**src/ctcu_pkg.sv**
```systemverilog
// Package with the types, codes and reset values shared by the thermostat controller files.
`timescale 1ns / 1ps
`default_nettype none

package ctcu_pkg;

    localparam int TEMP_W  = 12;
    localparam int AGE_W   = 12;
    localparam int CIDX_W  = 3;
    localparam int CDATA_W = 12;

    localparam logic [AGE_W-1:0] AGE_MAX = {AGE_W{1'b1}};

    localparam logic [1:0] KIND_TICK   = 2'd0;
    localparam logic [1:0] KIND_SAMPLE = 2'd1;
    localparam logic [1:0] KIND_TOGGLE = 2'd2;

    localparam logic [1:0] RUN_COOLING  = 2'd1;
    localparam logic [1:0] RUN_FAN_ONLY = 2'd2;

    localparam logic [1:0] FAN_OFF  = 2'd0;
    localparam logic [1:0] FAN_HIGH = 2'd3;

    localparam logic [CIDX_W-1:0] REG_SETPOINT       = 3'd0;
    localparam logic [CIDX_W-1:0] REG_FAN_SETTING    = 3'd1;
    localparam logic [CIDX_W-1:0] REG_RUN_MODE       = 3'd2;
    localparam logic [CIDX_W-1:0] REG_HYSTERESIS     = 3'd3;
    localparam logic [CIDX_W-1:0] REG_FREEZE_LIMIT   = 3'd4;
    localparam logic [CIDX_W-1:0] REG_FREEZE_RELEASE = 3'd5;
    localparam logic [CIDX_W-1:0] REG_RESTART_DELAY  = 3'd6;

    localparam logic [8:0]               RST_SETPOINT       = 9'd384;
    localparam logic [1:0]               RST_FAN_SETTING    = 2'd1;
    localparam logic [1:0]               RST_RUN_MODE       = 2'd1;
    localparam logic [7:0]               RST_HYSTERESIS     = 8'd16;
    localparam logic signed [TEMP_W-1:0] RST_FREEZE_LIMIT   = 12'sd0;
    localparam logic signed [TEMP_W-1:0] RST_FREEZE_RELEASE = 12'sd80;
    localparam logic [AGE_W-1:0]         RST_RESTART_DELAY  = 12'd180;
    localparam logic signed [TEMP_W-1:0] RST_AMBIENT        = 12'sd400;
    localparam logic signed [TEMP_W-1:0] RST_COIL           = 12'sd320;

    typedef struct packed {
        logic [1:0]               kind;
        logic signed [TEMP_W-1:0] ambient_temp;
        logic                     ambient_valid;
        logic signed [TEMP_W-1:0] coil_temp;
        logic                     coil_valid;
    } t_in;

    typedef struct packed {
        logic             compressor_relay;
        logic [1:0]       fan_level;
        logic             power_on;
        logic             freeze_alarm;
        logic             restart_wait;
        logic [AGE_W-1:0] lockout_seconds;
    } t_out;

    typedef struct packed {
        logic [8:0]               setpoint;
        logic [1:0]               fan_setting;
        logic [1:0]               run_mode;
        logic [7:0]               hysteresis;
        logic signed [TEMP_W-1:0] freeze_limit;
        logic signed [TEMP_W-1:0] freeze_release;
        logic [AGE_W-1:0]         restart_delay;
    } t_cfg;

endpackage

`default_nettype wire

```
**src/cooling_thermostat_controller_unit.sv**
```systemverilog
// Top level of the cooling thermostat controller: input register, state update and result register.
`timescale 1ns / 1ps
`default_nettype none

// Each accepted transaction (tick, sensor sample or power toggle) is held in an input register,
// applied to the controller state and, on the same clock edge, captured in the result register
// with the state after that item. The block takes one transaction per clock while the output is
// not stalled; a stall on the output holds the item in the input register.
// Configuration writes are always ready and apply to the next sample.
module cooling_thermostat_controller_unit (
    input  wire logic                          i_clk,
    input  wire logic                          i_rst_n,
    input  wire logic                          i_in_valid,
    output      logic                          o_in_stall,
    input  wire ctcu_pkg::t_in                 i_in_data,
    output      logic                          o_out_valid,
    input  wire logic                          i_out_stall,
    output ctcu_pkg::t_out                     o_out_data,
    input  wire logic                          i_cfg_valid,
    output      logic                          o_cfg_ready,
    input  wire logic [ctcu_pkg::CIDX_W-1:0]   i_cfg_index,
    input  wire logic [ctcu_pkg::CDATA_W-1:0]  i_cfg_data
);

    ctcu_pkg::t_cfg  w_cfg;
    ctcu_pkg::t_out  w_result;
    ctcu_pkg::t_in   r_in;
    ctcu_pkg::t_out  r_out;
    logic            r_in_valid;
    logic            r_out_valid;
    logic            w_out_free;
    logic            w_step;
    logic            w_in_take;

    assign o_cfg_ready = 1'b1;
    assign w_out_free  = !r_out_valid || !i_out_stall;
    assign w_step      = r_in_valid && w_out_free;
    assign o_in_stall  = r_in_valid && !w_out_free;
    assign w_in_take   = i_in_valid && !o_in_stall;

    ctcu_cfg u_cfg (
        .i_clk   (i_clk),
        .i_rst_n (i_rst_n),
        .i_wr    (i_cfg_valid),
        .i_index (i_cfg_index),
        .i_data  (i_cfg_data),
        .o_cfg   (w_cfg)
    );

    ctcu_core u_core (
        .i_clk    (i_clk),
        .i_rst_n  (i_rst_n),
        .i_step   (w_step),
        .i_item   (r_in),
        .i_cfg    (w_cfg),
        .o_result (w_result)
    );

    always_ff @(posedge i_clk) begin
        if (!i_rst_n) begin
            r_in_valid  <= 1'b0;
            r_out_valid <= 1'b0;
        end else begin
            if (w_in_take) begin
                r_in_valid <= 1'b1;
            end else if (w_step) begin
                r_in_valid <= 1'b0;
            end
            if (w_step) begin
                r_out_valid <= 1'b1;
            end else if (!i_out_stall) begin
                r_out_valid <= 1'b0;
            end
        end
    end

    always_ff @(posedge i_clk) begin
        if (w_in_take) begin
            r_in <= i_in_data;
        end
        if (w_step) begin
            r_out <= w_result;
        end
    end

    assign o_out_valid = r_out_valid;
    assign o_out_data  = r_out;

endmodule

`default_nettype wire

```
**src/ctcu_cfg.sv**
```systemverilog
// Configuration register bank of the thermostat controller.
`timescale 1ns / 1ps
`default_nettype none

module ctcu_cfg (
    input  wire logic                          i_clk,
    input  wire logic                          i_rst_n,
    input  wire logic                          i_wr,
    input  wire logic [ctcu_pkg::CIDX_W-1:0]   i_index,
    input  wire logic [ctcu_pkg::CDATA_W-1:0]  i_data,
    output ctcu_pkg::t_cfg                     o_cfg
);

    ctcu_pkg::t_cfg r_cfg;

    always_ff @(posedge i_clk) begin
        if (!i_rst_n) begin
            r_cfg.setpoint       <= ctcu_pkg::RST_SETPOINT;
            r_cfg.fan_setting    <= ctcu_pkg::RST_FAN_SETTING;
            r_cfg.run_mode       <= ctcu_pkg::RST_RUN_MODE;
            r_cfg.hysteresis     <= ctcu_pkg::RST_HYSTERESIS;
            r_cfg.freeze_limit   <= ctcu_pkg::RST_FREEZE_LIMIT;
            r_cfg.freeze_release <= ctcu_pkg::RST_FREEZE_RELEASE;
            r_cfg.restart_delay  <= ctcu_pkg::RST_RESTART_DELAY;
        end else if (i_wr) begin
            case (i_index)
                ctcu_pkg::REG_SETPOINT:       r_cfg.setpoint       <= i_data[8:0];
                ctcu_pkg::REG_FAN_SETTING:    r_cfg.fan_setting    <= i_data[1:0];
                ctcu_pkg::REG_RUN_MODE:       r_cfg.run_mode       <= i_data[1:0];
                ctcu_pkg::REG_HYSTERESIS:     r_cfg.hysteresis     <= i_data[7:0];
                ctcu_pkg::REG_FREEZE_LIMIT:   r_cfg.freeze_limit   <= $signed(i_data);
                ctcu_pkg::REG_FREEZE_RELEASE: r_cfg.freeze_release <= $signed(i_data);
                ctcu_pkg::REG_RESTART_DELAY:  r_cfg.restart_delay  <= i_data;
                default: begin
                end
            endcase
        end
    end

    assign o_cfg = r_cfg;

endmodule

`default_nettype wire

```
**src/ctcu_core.sv**
```systemverilog
// Controller state and the per-transaction update of flags, temperatures and lockout age.
`timescale 1ns / 1ps
`default_nettype none

module ctcu_core (
    input  wire logic            i_clk,
    input  wire logic            i_rst_n,
    input  wire logic            i_step,
    input  wire ctcu_pkg::t_in   i_item,
    input  wire ctcu_pkg::t_cfg  i_cfg,
    output ctcu_pkg::t_out       o_result
);

    logic                                   r_power, n_power;
    logic                                   r_comp, n_comp;
    logic                                   r_freeze, n_freeze;
    logic                                   r_wait, n_wait;
    logic                                   r_comp_drv, n_comp_drv;
    logic [1:0]                             r_fan_drv, n_fan_drv;
    logic signed [ctcu_pkg::TEMP_W-1:0]     r_amb, n_amb;
    logic signed [ctcu_pkg::TEMP_W-1:0]     r_coil, n_coil;
    logic [ctcu_pkg::AGE_W-1:0]             r_age, n_age;

    logic signed [ctcu_pkg::TEMP_W:0] w_hi;
    logic signed [ctcu_pkg::TEMP_W:0] w_lo;

    assign w_hi  = $signed({4'b0000, i_cfg.setpoint}) + $signed({5'd0, i_cfg.hysteresis});
    assign w_lo  = $signed({4'b0000, i_cfg.setpoint}) - $signed({5'd0, i_cfg.hysteresis});

    always_comb begin
        n_power    = r_power;
        n_comp     = r_comp;
        n_freeze   = r_freeze;
        n_wait     = r_wait;
        n_comp_drv = r_comp_drv;
        n_fan_drv  = r_fan_drv;
        n_amb      = r_amb;
        n_coil     = r_coil;
        n_age      = r_age;
        if (i_step) begin
            case (i_item.kind)
                ctcu_pkg::KIND_TICK: begin
                    if (r_age != ctcu_pkg::AGE_MAX) begin
                        n_age = r_age + {{(ctcu_pkg::AGE_W-1){1'b0}}, 1'b1};
                    end
                end
                ctcu_pkg::KIND_SAMPLE: begin
                    if (i_item.ambient_valid) begin
                        n_amb = i_item.ambient_temp;
                    end
                    if (i_item.coil_valid) begin
                        n_coil = i_item.coil_temp;
                    end
                    if (!r_freeze && (n_coil < i_cfg.freeze_limit)) begin
                        n_freeze = 1'b1;
                        if (r_comp) begin
                            n_age = '0;
                        end
                        n_comp     = 1'b0;
                        n_comp_drv = 1'b0;
                        n_fan_drv  = ctcu_pkg::FAN_HIGH;
                        n_wait     = 1'b0;
                    end else if (r_freeze) begin
                        if (n_coil > i_cfg.freeze_release) begin
                            n_freeze = 1'b0;
                        end
                    end else if (r_power && (i_cfg.run_mode == ctcu_pkg::RUN_COOLING)) begin
                        if (($signed({n_amb[ctcu_pkg::TEMP_W-1], n_amb}) > w_hi) && !r_comp) begin
                            if (r_age >= i_cfg.restart_delay) begin
                                n_comp = 1'b1;
                                n_wait = 1'b0;
                            end else begin
                                n_wait = 1'b1;
                            end
                        end else if (($signed({n_amb[ctcu_pkg::TEMP_W-1], n_amb}) < w_lo)
                                     && r_comp) begin
                            n_comp = 1'b0;
                            n_age  = '0;
                            n_wait = 1'b0;
                        end
                        n_comp_drv = n_comp;
                        n_fan_drv  = i_cfg.fan_setting;
                    end else begin
                        if (r_comp) begin
                            n_age = '0;
                        end
                        n_comp     = 1'b0;
                        n_comp_drv = 1'b0;
                        n_wait     = 1'b0;
                        if (r_power && (i_cfg.run_mode == ctcu_pkg::RUN_FAN_ONLY)) begin
                            n_fan_drv = i_cfg.fan_setting;
                        end else begin
                            n_fan_drv = ctcu_pkg::FAN_OFF;
                        end
                    end
                end
                ctcu_pkg::KIND_TOGGLE: begin
                    n_power = !r_power;
                    if (r_power) begin
                        if (r_comp) begin
                            n_age = '0;
                        end
                        n_comp     = 1'b0;
                        n_wait     = 1'b0;
                        n_comp_drv = 1'b0;
                        n_fan_drv  = ctcu_pkg::FAN_OFF;
                    end
                end
                default: begin
                end
            endcase
        end
    end

    always_ff @(posedge i_clk) begin
        if (!i_rst_n) begin
            r_power    <= 1'b1;
            r_comp     <= 1'b0;
            r_freeze   <= 1'b0;
            r_wait     <= 1'b0;
            r_comp_drv <= 1'b0;
            r_fan_drv  <= ctcu_pkg::FAN_OFF;
            r_amb      <= ctcu_pkg::RST_AMBIENT;
            r_coil     <= ctcu_pkg::RST_COIL;
            r_age      <= '0;
        end else begin
            r_power    <= n_power;
            r_comp     <= n_comp;
            r_freeze   <= n_freeze;
            r_wait     <= n_wait;
            r_comp_drv <= n_comp_drv;
            r_fan_drv  <= n_fan_drv;
            r_amb      <= n_amb;
            r_coil     <= n_coil;
            r_age      <= n_age;
        end
    end

    always_comb begin
        o_result.compressor_relay = n_comp_drv;
        o_result.fan_level        = n_fan_drv;
        o_result.power_on         = n_power;
        o_result.freeze_alarm     = n_freeze;
        o_result.restart_wait     = n_wait;
        o_result.lockout_seconds  = n_age;
    end

endmodule

`default_nettype wire
```
**config.mk**
```make
export PLATFORM = sky130hd
export DESIGN_NAME = cooling_thermostat_controller_unit
export DESIGN_NICKNAME = d
export VERILOG_FILES = /design/src/ctcu_pkg.sv /design/src/cooling_thermostat_controller_unit.sv /design/src/ctcu_cfg.sv /design/src/ctcu_core.sv
export SDC_FILE = /design/constraint.sdc
export NUM_CORES = 1
export LEC_CHECK = 0
export BUFFER_PORTS_ARGS = -buffer_cell sky130_fd_sc_hd__buf_2
export CORE_MARGIN = 2
export CORE_UTILIZATION = 54
export DETAILED_ROUTE_END_ITERATION = 6
export GPL_ROUTABILITY_DRIVEN = 1
export PLACE_DENSITY = 0.79
export SLEW_MARGIN = 25
export SYNTH_ARGS = -nofsm -noshare
export SYNTH_HDL_FRONTEND = slang
export SYNTH_SLANG_ARGS = --single-unit
```
**constraint.sdc**
```tcl
create_clock -name i_clk -period 3.9 [get_ports i_clk]
set_input_delay 0.195 -clock i_clk [delete_from_list [all_inputs] [get_ports i_clk]]
set_output_delay 0.195 -clock i_clk [all_outputs]
set_load 0.005 [all_outputs]
```
# Yosys cells after proc, flatten, opt, wreduce, memory -nomap -nowiden
# Cells that the tools add are included.
[classes]
add_sub_neg = 3
n_mul = 0
div_mod_pow = 0
magnitude_cmp = 5
n_eq_ne = 14
n_shift = 0
mux = 56
bitwise = 0
reduce_logical = 29
[ops]
columns = ["op", "count"]
rows = [
  ["$mux W12", 15],
  ["$pmux W12 S3", 1],
  ["$mux W1", 30],
  ["$reduce_and A2 Y1", 8],
  ["$add A12 B1 Y12 const B", 1],
  ["$ge A12 B12 Y1", 1],
  ["$gt A12 B11 Y1", 1],
  ["$gt A12 B12 Y1", 1],
  ["$lt A12 B10 Y1", 1],
  ["$lt A12 B12 Y1", 1],
  ["$mux W2", 6],
  ["$ne A12 B12 Y1 const B", 1],
  ["$add A9 B8 Y10", 1],
  ["$sub A9 B8 Y10", 1],
  ["$eq A3 B3 Y1 const B", 3],
  ["$logic_and A1 B1 Y1", 8],
  ["$logic_not A1 Y1", 7],
  ["$eq A3 B2 Y1 const B", 2],
  ["$pmux W1 S2", 3],
  ["$eq A2 B1 Y1 const B", 2],
  ["$eq A2 B2 Y1 const B", 2],
  ["$ne A2 B1 Y1 const B", 2],
  ["$pmux W2 S2", 1],
  ["$reduce_and A4 Y1", 1],
  ["other kinds (6)", 7],
]
[word_totals]
regBits = 148
latchBits = 0
ram_bits = 0
rom_bits = 0
word_cells = 136
n_memories = 0

# Logic depth before layout (Yosys ltp)
# Gate-level depths: netlist of run 1.
[depth]
ltp_word = 13
depth_mapped = 19
depth_no_buf = 19

# Modules after synthesis
# A second synthesis of run 1 with hierarchy kept.
[hier_totals]
hier_cells = 828
area_unflattened_um2 = 8076.5
[modules_own_cells]
columns = ["mod", "instances", "cells_per_inst", "area_per_inst_um2"]
rows = [
  ["ctcu_core", 1, 559, 4403.0],
  ["ctcu_cfg", 1, 213, 2197.1],
  ["cooling_thermostat_controller_unit", 1, 56, 1476.4],
]

# Worst setup path before layout of run 1
# OpenSTA, ideal clock, no wires.
[synth_path]
path_kind = "flip-flop to flip-flop"
from = "reg u_cfg.r_cfg, in the netlist u_cfg.o_cfg[37]"
to = "reg r_out, in the netlist o_out_data[0], data pin"
setup_time_ns = 0.259
arrival_ns = 3.454
slack_ns = 0.187
path_stages_with_launch = 16
cell_sequence = "dfxtp_1 inv_1 ha_1 a21oi_1 o21ai_0 a21oi_1 o21bai_1 a31o_2 a211o_1 ha_1 nand4_1 nor3_1 a21oi_4 mux2i_4 a31o_1 a22o_1"
[synth_between]
elab_chain_len = 10
[synth_rtl]
columns = ["element", "line_no", "rtl"]
rows = [
  ["start, declared", "ctcu_cfg.sv:14", "ctcu_pkg::t_cfg r_cfg;"],
  ["$sub A9 B8 Y10", "ctcu_core.sv:28", "assign w_lo = $signed({4'b0000, i_cfg.setpoint}) - $signed({5'd0, i_cfg.hysteresis});"],
  ["$lt A12 B10 Y1", "ctcu_core.sv:75", "end else if (($signed({n_amb[ctcu_pkg::TEMP_W-1], n_amb}) < w_lo)"],
  ["$logic_and A1 B1 Y1", "ctcu_core.sv:76", "&& r_comp) begin"],
  ["$mux W12", "ctcu_core.sv:75", ""],
  ["$mux W12 *", "ctcu_core.sv:68", "if (($signed({n_amb[ctcu_pkg::TEMP_W-1], n_amb}) > w_hi) && !r_comp) begin"],
  ["$mux W12 *", "ctcu_core.sv:67", "end else if (r_power && (i_cfg.run_mode == ctcu_pkg::RUN_COOLING)) begin"],
  ["$mux W12 *", "ctcu_core.sv:63", "end else if (r_freeze) begin"],
  ["$mux W12 *", "ctcu_core.sv:54", "if (!r_freeze && (n_coil < i_cfg.freeze_limit)) begin"],
  ["$pmux W12 S3 *", "ctcu_core.sv:41", "case (i_item.kind)"],
  ["$mux W12 *", "ctcu_core.sv:40", "if (i_step) begin"],
  ["via u_core.n_age (one bit)", "ctcu_core.sv:22", "logic [ctcu_pkg::AGE_W-1:0] r_age, n_age;"],
  ["end signal, assigned", "cooling_thermostat_controller_unit.sv:82", "r_out <= w_result;"],
  ["end, declared", "cooling_thermostat_controller_unit.sv:28", "ctcu_pkg::t_out r_out;"],
]
# The timed path passes the listed nets; every way through them passes the cells marked *.
# A chain may end at the register's enable or synchronous reset.

# Final worst setup path of run 1
[layout_path]
from = "reg u_cfg.r_cfg, in the netlist u_cfg.o_cfg[37]"
to = "reg u_core.r_age[0] in the netlist's numbering"
[layout_between]
elab_chain_len = 10
[layout_rtl]
columns = ["element", "line_no", "rtl"]
rows = [
  ["$sub A9 B8 Y10", "ctcu_core.sv:28", ""],
  ["$lt A12 B10 Y1", "ctcu_core.sv:75", ""],
  ["$logic_and A1 B1 Y1", "ctcu_core.sv:76", ""],
  ["$mux W12", "ctcu_core.sv:75", ""],
  ["$mux W12 *", "ctcu_core.sv:68", ""],
  ["$mux W12 *", "ctcu_core.sv:67", ""],
  ["$mux W12 *", "ctcu_core.sv:63", ""],
  ["$mux W12 *", "ctcu_core.sv:54", ""],
  ["$pmux W12 S3 *", "ctcu_core.sv:41", ""],
  ["$mux W12 *", "ctcu_core.sv:40", ""],
  ["via u_core.n_age (one bit)", "ctcu_core.sv:22", ""],
  ["end signal, assigned", "ctcu_core.sv:135", "r_age <= n_age;"],
  ["end, declared", "ctcu_core.sv:22", ""],
]
# Marked as above.

==> metrics.cfg, run 1 <==
[yosys]
avgSynthCellArea_um2=9.00
yosysMostFrequentCell=nand2_1
yosysWarnings=0
post-synth-top-area-cell=dfxtp_1
synth-seq-cells=148
synth_edf_count=46
synth_ff_type=dfxtp_1
synth_common_cells=nand2_1, a21oi_1, dfxtp_1
yosysTopAreaCellShare_pct=25.8
synth-seq-area-share_pct=43.2
netlist_instances=880
synth_top_cells_by_area=dfxtp_1, edfxtp_1, ha_1
async_flop_share_pct=0
netlist_area_um2=7920
synth_nets=1008
synth.distinct_cells=72

[sta]
skew_ns=0.00901
rsz0062_at_grt=no
min_period_ns=3.71
worst_slew_pin_slew_ns=0.999
hold_violations=0
setup_viol=0
worst_slack_ns=0.189
fin_crit_sh_pct=95.1
slew_headroom_pct=33.2
clock.fmax_ghz=0.269
drv_slew=0

[clocking]
cts_made_buffers=17
clock_tree.root_cell=clkbuf_16
clk_latency_ns=0.43
clkTransAtPathRegs_ns=0.06
htree_levels=4
cts_max_path_buffers=2
tritoncts=done
cts_num_sinks=148

[drt]
viasPerCell=5.70
ant_nets=0
drt-total-wl_um=19400
drt-pass1-iter-count=5
drt_iter0_drc=507
wire_per_inst_um=16.5
num_vias=6669
drcViolationCount=0

[floorplan]
die_h_um=125
chipWidth_um=125
ios=69
fp.coreArea_um2=14400
dieArea_um2=15700
initial_core_util_pct=54.9
num_rows=44

[cells_and_area]
final_layout_size_suffix_gt1_share_pct=16.5
nets=1101
n_fill_cell=1153
seq_area_um2=3430
num_antenna_cells=0
area_growth_syn_to_layout_pct=17.9
final_cells=1170
multi_input_area_um2=4210

[global_routing]
grt_pass1_vias=6517
grt_max_degree=44
gr-usage-met2_pct=41.5
globalRouteTotalUtil_pct=25.3
antenna_found_initial=0
top_usage_layer=met2
grt_util_met1_pct=32.5
grt_pass1_wl_um=32000
grt_remaining_overflow=0
met3_usage_pct=5.73

[place]
hpwl_um=13300
place_inst=1106
place_ws_ns=-0.0691
port_buffers=67
place_congestion=0.899

[critical_path]
crit_required_ns=4.22
crit_chain=inv_1 > ha_4 > a21oi_2 > o21ai_2 > a21oi_2 > o21bai_2 > a31o_2 > a211o_1 > ha_1 > nand4_1 > nor3_2 > a21oi_4 > mux2i_4 > a31o_1 > a22o_1 > and2_1
start_kind=register
slowest_delay_ns=0.33
path_class=reg2reg
crit_family=compound AO/OA/AOI/OAI gates
arrival_ns=4.03
critPathSlowestCell=a211o_1
path_common_cell=a21oi_2
crit_buf_inv=1
reg2reg_slack_ns=0.19
worstSetupEndpointType=register
critPathMaxFanout=4

[worst_hold_path]
hold_path_class=in2reg

[power]
power_density_nw_per_um2=380
cellLeakagePower_nw=3.68
max-vdd-ir-drop_mv=0.339

[job]
max-cap-violations=0

[status]
outcome=completed

state kept, by name (all words and copies together) (netlist names), 2 cells and up:
signal,flops
u_cfg.o_cfg,57
u_core.r_coil,12
o_out_data,18
u_core.r_fan_drv,2
u_core.r_age,12
u_core.r_amb,12
r_in,28
what timing repair did:
| item | 4_1_cts | 5_1_grt |
|---|---|---|
| endpoints found under the setup margin | 21 | 29 |
| hold endpoints to repair | 29 | 0 |
| pin swaps | 3 | 11 |
| hold buffers | 29 | 0 |
| gates resized for setup | 5 | 12 |
| setup buffers | 1 | 2 |
cell type report:
type,instances,share of cell area [%]
Multi-Input combinational cell,633,45.0
Clock inverter,12,0.697
Inverter,67,2.69
Timing Repair Buffer,106,7.64
Tap cell,184,2.47
Clock buffer,20,4.78
Sequential cell,148,36.7
cells by family (layout without fill, tap and decap cells):
| group | count (synthesis) | count (layout) | share of synthesized area [%] |
|---|---|---|---|
| multiplexers | 27 | 27 | 4.01 |
| other | 1 | 1 | 0.0473 |
| AO/OA/AOI/OAI | 208 | 208 | 16.9 |
| flip-flops | 148 | 148 | 43.2 |
| adder cells (fa/ha/maj) | 80 | 80 | 12.8 |
| XOR/XNOR | 15 | 15 | 1.66 |
| AND/OR/NAND/NOR | 302 | 302 | 16.6 |
| buffers and inverters | 99 | 205 | 4.75 |
per-stage QoR:
stage | utilization, % | hold WS, ns | total power, mW | TNS, ns | instance area (µm²)
global placement | 58.4 | 0.371 | 2.07 | 0 | 8420
detailed placement | 58.4 | 0.373 | 2.09 | -0.385 | 8420
global route | 64.7 | 0.0304 | 3.67 | 0 | 9340
CTS | 64.2 | 0.0168 | 3.54 | 0 | 9270
finish | 64.7 | 0.0251 | 3.55 | 0 | 9340
floorplan | - | 0.294 | 1.95 | 0 | 7920
power breakdown:
group / internal (mW) / switching, mW / leakage (nW)
combinational: 0.184 / 0.255 / 2.16
clock: 0.814 / 0.632 / 0.250
sequential: 1.64 / 0.0267 / 1.27
final timing paths:
path	to	start	cells past startpoint
worst max-delay path	u_core.r_age[0]$_SDFF_PN0_	u_cfg.o_cfg[37]$_SDFFE_PN0P_	16
worst min-delay path	u_cfg.o_cfg[23]$_SDFFE_PN0P_	i_cfg_data[11]	3
worst max register to register	u_core.r_age[0]$_SDFF_PN0_	u_cfg.o_cfg[37]$_SDFFE_PN0P_	16
worst min register to register	u_core.r_amb[3]$_SDFFE_PN0P_	u_core.r_amb[3]$_SDFFE_PN0P_	2
per-layer routing:
layer / part of all wire, % / up-vias / wire (µm)
met3: 6.7 / 39 / 1290
li1: - / 3250 / -
met4: 2.6 / 0 / 503
met1: 43 / 3157 / 8350
met5: 0 / - / 0
met2: 48 / 223 / 9210
placed cells by master (no fill, tap or decap), types with 9 or more instances in the layout:
cell type      instances
o211ai_1              14
clkbuf_16             17
mux2_2                22
o21ai_0               23
edfxtp_1              46
dfxtp_1              100
ha_1                  76
nand2_1              179
buf_4                  9
nor2_1                38
dlygate4sd3_1         29
xnor2_1               11
a21oi_1               96
and2_1                18
inv_1                 66
nand3_1               21
buf_2                 67
worst register-to-register path: cells and delay by family, from the launching register on:
family / cells / cell delay (ns)
buffers and inverters: 1 / 0.14
DFF: 1 / 0.31
and+or+nand+nor: 3 / 0.64
muxes: 1 / 0.23
AOI/OAI and AO/OA: 9 / 1.71
adders and majority gates: 2 / 0.55
Note: power is estimated with default switching activity, not from simulation.
==> inputs of run 2 (changes only) <==
==> constraint.sdc (replaced) <==
create_clock -name i_clk -period 3.9 [get_ports i_clk]
set_input_delay 0.78 -clock i_clk [delete_from_list [all_inputs] [get_ports i_clk]]
set_output_delay 0.78 -clock i_clk [all_outputs]
set_load 0.005 [all_outputs]
==> metrics.cfg, run 2 (synthesis gave the netlist of run 1 again) <==
[cells_and_area]
design_area_um2=9190  ; -1.6%
final_common_cell=nand2_1
final_cell_mix=nand2_1, dfxtp_1, a21oi_1
final_cells=1143  ; -2.3%
num_antenna_cells=0  ; unchanged
nets=1074  ; -2.5%
area_growth_syn_to_layout_pct=16.0
fin_util_pct=63.7  ; -1.0 points
largest_reg_flops=57  ; unchanged
final_layout_size_suffix_gt1_share_pct=18.0  ; +1.5 points

[drt]
drt_iter0_drc=629  ; +24%
drcViolationCount=0  ; unchanged
viasPerCell=5.74  ; +0.67%
num_vias=6559  ; -1.6%
drt-total-wl_um=19200  ; -1.0%
ant_nets=0  ; unchanged
drt-pass1-iter-count=5  ; unchanged
wire_per_inst_um=16.8  ; +1.3%

[power]
p_comb_share_pct=11.2  ; -1.2 points
p_seq_share_pct=44.0  ; -2.9 points
p_clk_share_pct=44.8  ; +4.1 points
cellLeakagePower_nw=3.62  ; -1.5%
swShare_pct=25.6  ; -0.11 points
max-vdd-ir-drop_mv=0.320  ; -5.5%
power_mw=3.78  ; +6.5%
p_switching_uw=969  ; +6.1%
intPower_mw=2.81  ; +6.7%
power_density_nw_per_um2=411  ; +8.3%

[clocking]
clk_latency_ns=0.44  ; about the same
cts_made_buffers=17  ; unchanged
tritoncts=done
clock_tree.root_cell=clkbuf_16
cts_num_sinks=148  ; unchanged
htree_levels=4  ; unchanged
hold_buffers=0  ; -100%
clkTransAtPathRegs_ns=0.06  ; about the same
cts_max_path_buffers=2  ; unchanged

[critical_path]
slowest_delay_ns=0.36  ; +0.03 ns
critPathSlowestCell=dfxtp_1
crit_required_ns=4.23  ; about the same
reg2reg_slack_ns=0.09  ; -0.10 ns
arrival_ns=4.14  ; +0.11 ns
start_kind=register
reg2reg_to=u_core.r_age[7]$_SDFF_PN0_
r2r_start=u_cfg.o_cfg[36]$_SDFFE_PN0P_
path_class=reg2reg
crit_chain=ha_1 > inv_1 > fa_2 > nand2_1 > nand2_1 > a21oi_2 > o21bai_1 > a21oi_2 > o21ai_1 > xor2_1 > ha_1 > nand4_1 > nor3_2 > a21oi_4 > mux2i_4 > a31oi_4 > a31oi_2 > and2_1
critPathMaxFanout=8  ; +4
worst_r2r_path_depth=18  ; +2
worstSetupEndpointType=register

[status]
outcome=completed

[worst_hold_path]
hold_depth=2  ; -1
hp-start=u_core.r_coil[11]$_SDFFE_PN0P_
hold_end=u_core.r_coil[11]$_SDFFE_PN0P_
hold_path_class=reg2reg

[sta]
worst_slew_pin_slew_ns=0.968  ; -0.0315 ns
min_period_ns=3.81  ; +0.104 ns
whs_ns=0.451  ; +0.426 ns
skew_ns=0.00992  ; +0.000912 ns
worst_slack_ns=0.0851  ; -0.104 ns
fin_crit_sh_pct=97.8  ; +2.7 points
hold_violations=0  ; unchanged
drv_slew=0  ; unchanged
setup_viol=0  ; unchanged
slew_headroom_pct=35.5  ; +2.3 points
fin_setup_tns_ns=0  ; unchanged
clock.fmax_ghz=0.262  ; -2.7%

[floorplan]
chipWidth_um=125  ; unchanged
fp.coreArea_um2=14400  ; unchanged
ios=69  ; unchanged
dieArea_um2=15700  ; unchanged
num_rows=44  ; unchanged
initial_core_util_pct=54.9  ; unchanged
die_h_um=125  ; unchanged

[global_routing]
grt_pass1_vias=6308  ; -3.2%
grt_max_degree=54  ; +23%
globalRouteTotalUtil_pct=24.3  ; -0.99 points
antenna_found_initial=0  ; unchanged
grt_pass1_wl_um=30600  ; -4.2%
grt_remaining_overflow=0  ; unchanged

[place]
place_ws_ns=-0.0503  ; +0.0188 ns
hpwl_um=13100  ; -1.2%
port_buffers=67  ; unchanged
place_congestion=0.890  ; -0.97%
place_inst=1108  ; +0.18%
placed_area_um2=8430  ; +0.12%

[job]
max-cap-violations=0  ; unchanged

-- run 2: area by class of cell --
class | instances | area (µm²)
sequential | 148 | 3430
clock inverter | 13 | 146
tap | 184 | 230
fill | 1189 | 5240
inverter | 67 | 251
multi-input combinational | 633 | 4240
clock buffer | 19 | 464
timing repair buffer | 79 | 425
-- run 2: routing by layer --
layer	vias up	share of wire (%)	global-route usage, %
li1	3196	-	-
met1	3116	44	31.6
met2	202	48	40.2
met3	45	5.8	5.13
met4	0	2.5	9.15
met5	-	0	0
-- run 2: critical path: cells and delay by family, from the launching register on --
family          cells  cell delay, ns
flops               1            0.36
fa+ha+maj           3            0.82
simple gates        5            0.86
buf+inv             1            0.06
compound gates      7            1.21
xor+xnor            1            0.17
mux                 1            0.23
-- run 2: worst max path at each step --
stage                            startpoint                    endpoint  depth (start not counted)
3_3_place_gp   u_cfg.o_cfg[49]$_SDFFE_PN0P_     o_out_data[0]$_DFFE_PP_                         14
5_1_grt        u_cfg.o_cfg[37]$_SDFFE_PN0P_  u_core.r_age[6]$_SDFF_PN0_                         16
2_1_floorplan  u_cfg.o_cfg[37]$_SDFFE_PN0P_     o_out_data[0]$_DFFE_PP_                         15
3_5_place_dp   u_cfg.o_cfg[49]$_SDFFE_PN0P_  u_core.r_age[0]$_SDFF_PN0_                         15
4_1_cts        u_cfg.o_cfg[37]$_SDFFE_PN0P_  u_core.r_age[7]$_SDFF_PN0_                         16
6_report       u_cfg.o_cfg[36]$_SDFFE_PN0P_  u_core.r_age[7]$_SDFF_PN0_                         18
-- run 2: what timing repair did --
action | 4_1_cts | 5_1_grt
pin swaps | 2 | 9
setup buffers | 1 | 2
cloned | 0 | 0
endpoints found under the setup margin | 18 | 29
gates resized for setup | 4 | 18
-- run 2: power groups by stage --
stage	registers [mW]	clock network, mW	logic [mW]
after detailed placement	1.69	0	0.389
after global placement	1.69	0	0.379
after global routing	1.67	1.76	0.463
final	1.66	1.69	0.423
after CTS	1.66	1.70	0.401
after floorplan	1.69	0	0.267
==> inputs of run 3 (changes only) <==
Clock period 3.9 ns to 3.4 ns, I/O delays scaled along.
==> metrics.cfg, run 3 (synthesis gave the netlist of run 1 again) <==
[sta]
rsz0062_at_grt=yes
min_period_ns=3.60  ; -0.211 ns
setup_viol=29  ; +29
hold_violations=0  ; unchanged
slew_headroom_pct=34.5  ; -0.98 points
fin_setup_tns_ns=-3.55  ; -3.55 ns
fin_crit_sh_pct=106  ; +8.2 points
clock.fmax_ghz=0.277  ; +5.9%
worst_slew_pin_slew_ns=0.979  ; +0.0110 ns
drv_slew=0  ; unchanged
worst_slack_ns=-0.204  ; -0.289 ns
skew_ns=0.0121  ; +0.00213 ns

[critical_path]
critPathMaxFanout=8  ; unchanged
worstSetupEndpointType=register
crit_required_ns=3.78  ; -0.45 ns
start_kind=register
arrival_ns=3.98  ; -0.16 ns
path_class=reg2reg
worst_r2r_path_depth=20  ; +2

[drt]
viasPerCell=5.68  ; -1.0%
drcViolationCount=0  ; unchanged
num_vias=6701  ; +2.2%
drt_iter0_drc=555  ; -12%
drt-total-wl_um=19600  ; +2.2%
wire_per_inst_um=16.6  ; -0.99%
drt-pass1-iter-count=5  ; unchanged
ant_nets=0  ; unchanged

[status]
violations=negative setup slack
outcome=complete, but fails checks

[power]
max-vdd-ir-drop_mv=0.338  ; +5.4%
cellLeakagePower_nw=3.85  ; +6.1%
p_comb_share_pct=12.2  ; +1.0 points
power_density_nw_per_um2=460  ; +12%
p_clk_share_pct=45.2  ; +0.4 points
intPower_mw=3.35  ; +19%
p_switching_mw=1.12  ; +15%
swShare_pct=25.1  ; -0.58 points
p_seq_share_pct=42.7  ; -1.3 points

[clocking]
hold_buffers=0  ; unchanged
tritoncts=done
clkTransAtPathRegs_ns=0.07  ; about the same
htree_levels=4  ; unchanged
clock_tree.root_cell=clkbuf_16
cts_made_buffers=17  ; unchanged
clk_latency_ns=0.44  ; about the same
cts_num_sinks=148  ; unchanged
cts_max_path_buffers=2  ; unchanged

[worst_hold_path]
hold_path_class=in2reg
hold_depth=1  ; -1

[place]
hpwl_um=13400  ; +1.8%
port_buffers=67  ; unchanged
place_congestion=0.971  ; +9.0%
place_inst=1132  ; +2.2%
placed_area_um2=8670  ; +2.8%

[floorplan]
die_h_um=125  ; unchanged
ios=69  ; unchanged
chipWidth_um=125  ; unchanged
initial_core_util_pct=54.9  ; unchanged
dieArea_um2=15700  ; unchanged
num_rows=44  ; unchanged
fp.coreArea_um2=14400  ; unchanged

[cells_and_area]
nets=1110  ; +3.4%
multi_input_area_um2=4420  ; +4.1%
largest_reg_flops=57  ; unchanged
fin_util_pct=67.3  ; +3.6 points
final_layout_size_suffix_gt1_share_pct=23.8  ; +5.8 points
n_fill_cell=1101  ; -7.4%
final_cells=1180  ; +3.2%
area_growth_syn_to_layout_pct=22.5
design_area_um2=9710  ; +5.6%
seq_area_um2=3440  ; +0.33%
final_cell_mix=nand2_1, dfxtp_1, a21oi_1
final_common_cell=nand2_1

[global_routing]
grt_pass1_wl_um=31300  ; +2.3%
grt_remaining_overflow=0  ; unchanged
grt_pass1_vias=6363  ; +0.87%
antenna_found_initial=1  ; +1
globalRouteTotalUtil_pct=24.9  ; +0.60 points
grt_max_degree=55  ; +1.9%

[job]
max-cap-violations=0  ; unchanged

run 3: changes by cell type in the layout (fill, tap and decap cells not counted), moves of 4 or more:
cell / delta
dfxtp_1: -5
ha_4: +4
buf_4: +30
ha_1: -4
buf_6: +4
a21oi_1: -8
a21oi_2: +5
run 3: final timing paths:
kind	from	endpoint	slack (ns)
worst max-delay path	u_cfg.o_cfg[37]$_SDFFE_PN0P_	u_core.r_age[6]$_SDFF_PN0_	-0.20
worst min-delay path	i_in_data[17]	r_in[17]$_DFFE_PP_	0.42
worst max register to register	u_cfg.o_cfg[37]$_SDFFE_PN0P_	u_core.r_age[6]$_SDFF_PN0_	-0.20
worst min register to register	u_core.r_amb[1]$_SDFFE_PN0P_	u_core.r_amb[1]$_SDFFE_PN0P_	0.45
run 3: metal layers:
metal	global-route usage (%)	share of wire, %	wire (µm)
met1	33.3	45	8760
met3	5.61	5.8	1140
met5	0	0	0
met2	39.5	47	9190
met4	10.1	2.5	488
run 3: power by group through the flow:
stage | registers [mW] | logic, mW | clock network [mW]
floorplan | 1.94 | 0.312 | 0
global placement | 1.94 | 0.466 | 0
detailed placement | 1.94 | 0.479 | 0
CTS | 1.90 | 0.517 | 2.04
global route | 1.91 | 0.593 | 2.12
finish | 1.90 | 0.544 | 2.02
run 3: cell type report:
| class | instances | share of cell area (%) |
|---|---|---|
| Inverter | 67 | 2.59 |
| Clock inverter | 14 | 2.06 |
| Clock buffer | 18 | 4.42 |
| Timing Repair Buffer | 115 | 7.58 |
| Multi-Input combinational cell | 633 | 45.5 |
| Tap cell | 184 | 2.37 |
| Sequential cell | 148 | 35.4 |
| Antenna cell | 1 | 0.0258 |
run 3: metrics by stage:
stage          setup WS [ns]  hold slack, ns  power (mW)
4_1_cts               -0.158           0.403        4.46
5_1_grt               -0.313           0.406        4.62
2_1_floorplan        0.00150           0.432        2.25
3_3_place_gp          -0.146           0.439        2.41
6_report              -0.204           0.416        4.46
3_5_place_dp          -0.341           0.447        2.42
run 3: what timing repair did:
action | in CTS | in global routing
pin swaps | 33 | 23
buffers inserted | 11 | 4
endpoints found under the setup margin | 29 | 29
resized for setup | 35 | 26
run 3: worst max-delay path, stage by stage (launching register included):
cell,delay [ns]
dfxtp_2,0.33
inv_2,0.07
ha_4,0.20
a21oi_2,0.16
o21ai_2,0.08
buf_4,0.13
buf_4,0.12
buf_4,0.12
buf_4,0.12
buf_4,0.12
buf_4,0.12
xnor2_1,0.12
ha_1,0.28
o211ai_1,0.26
nor3_2,0.10
a21oi_4,0.21
mux2i_4,0.35
a31oi_4,0.13
buf_12,0.19
a31oi_4,0.17
and2_1,0.14
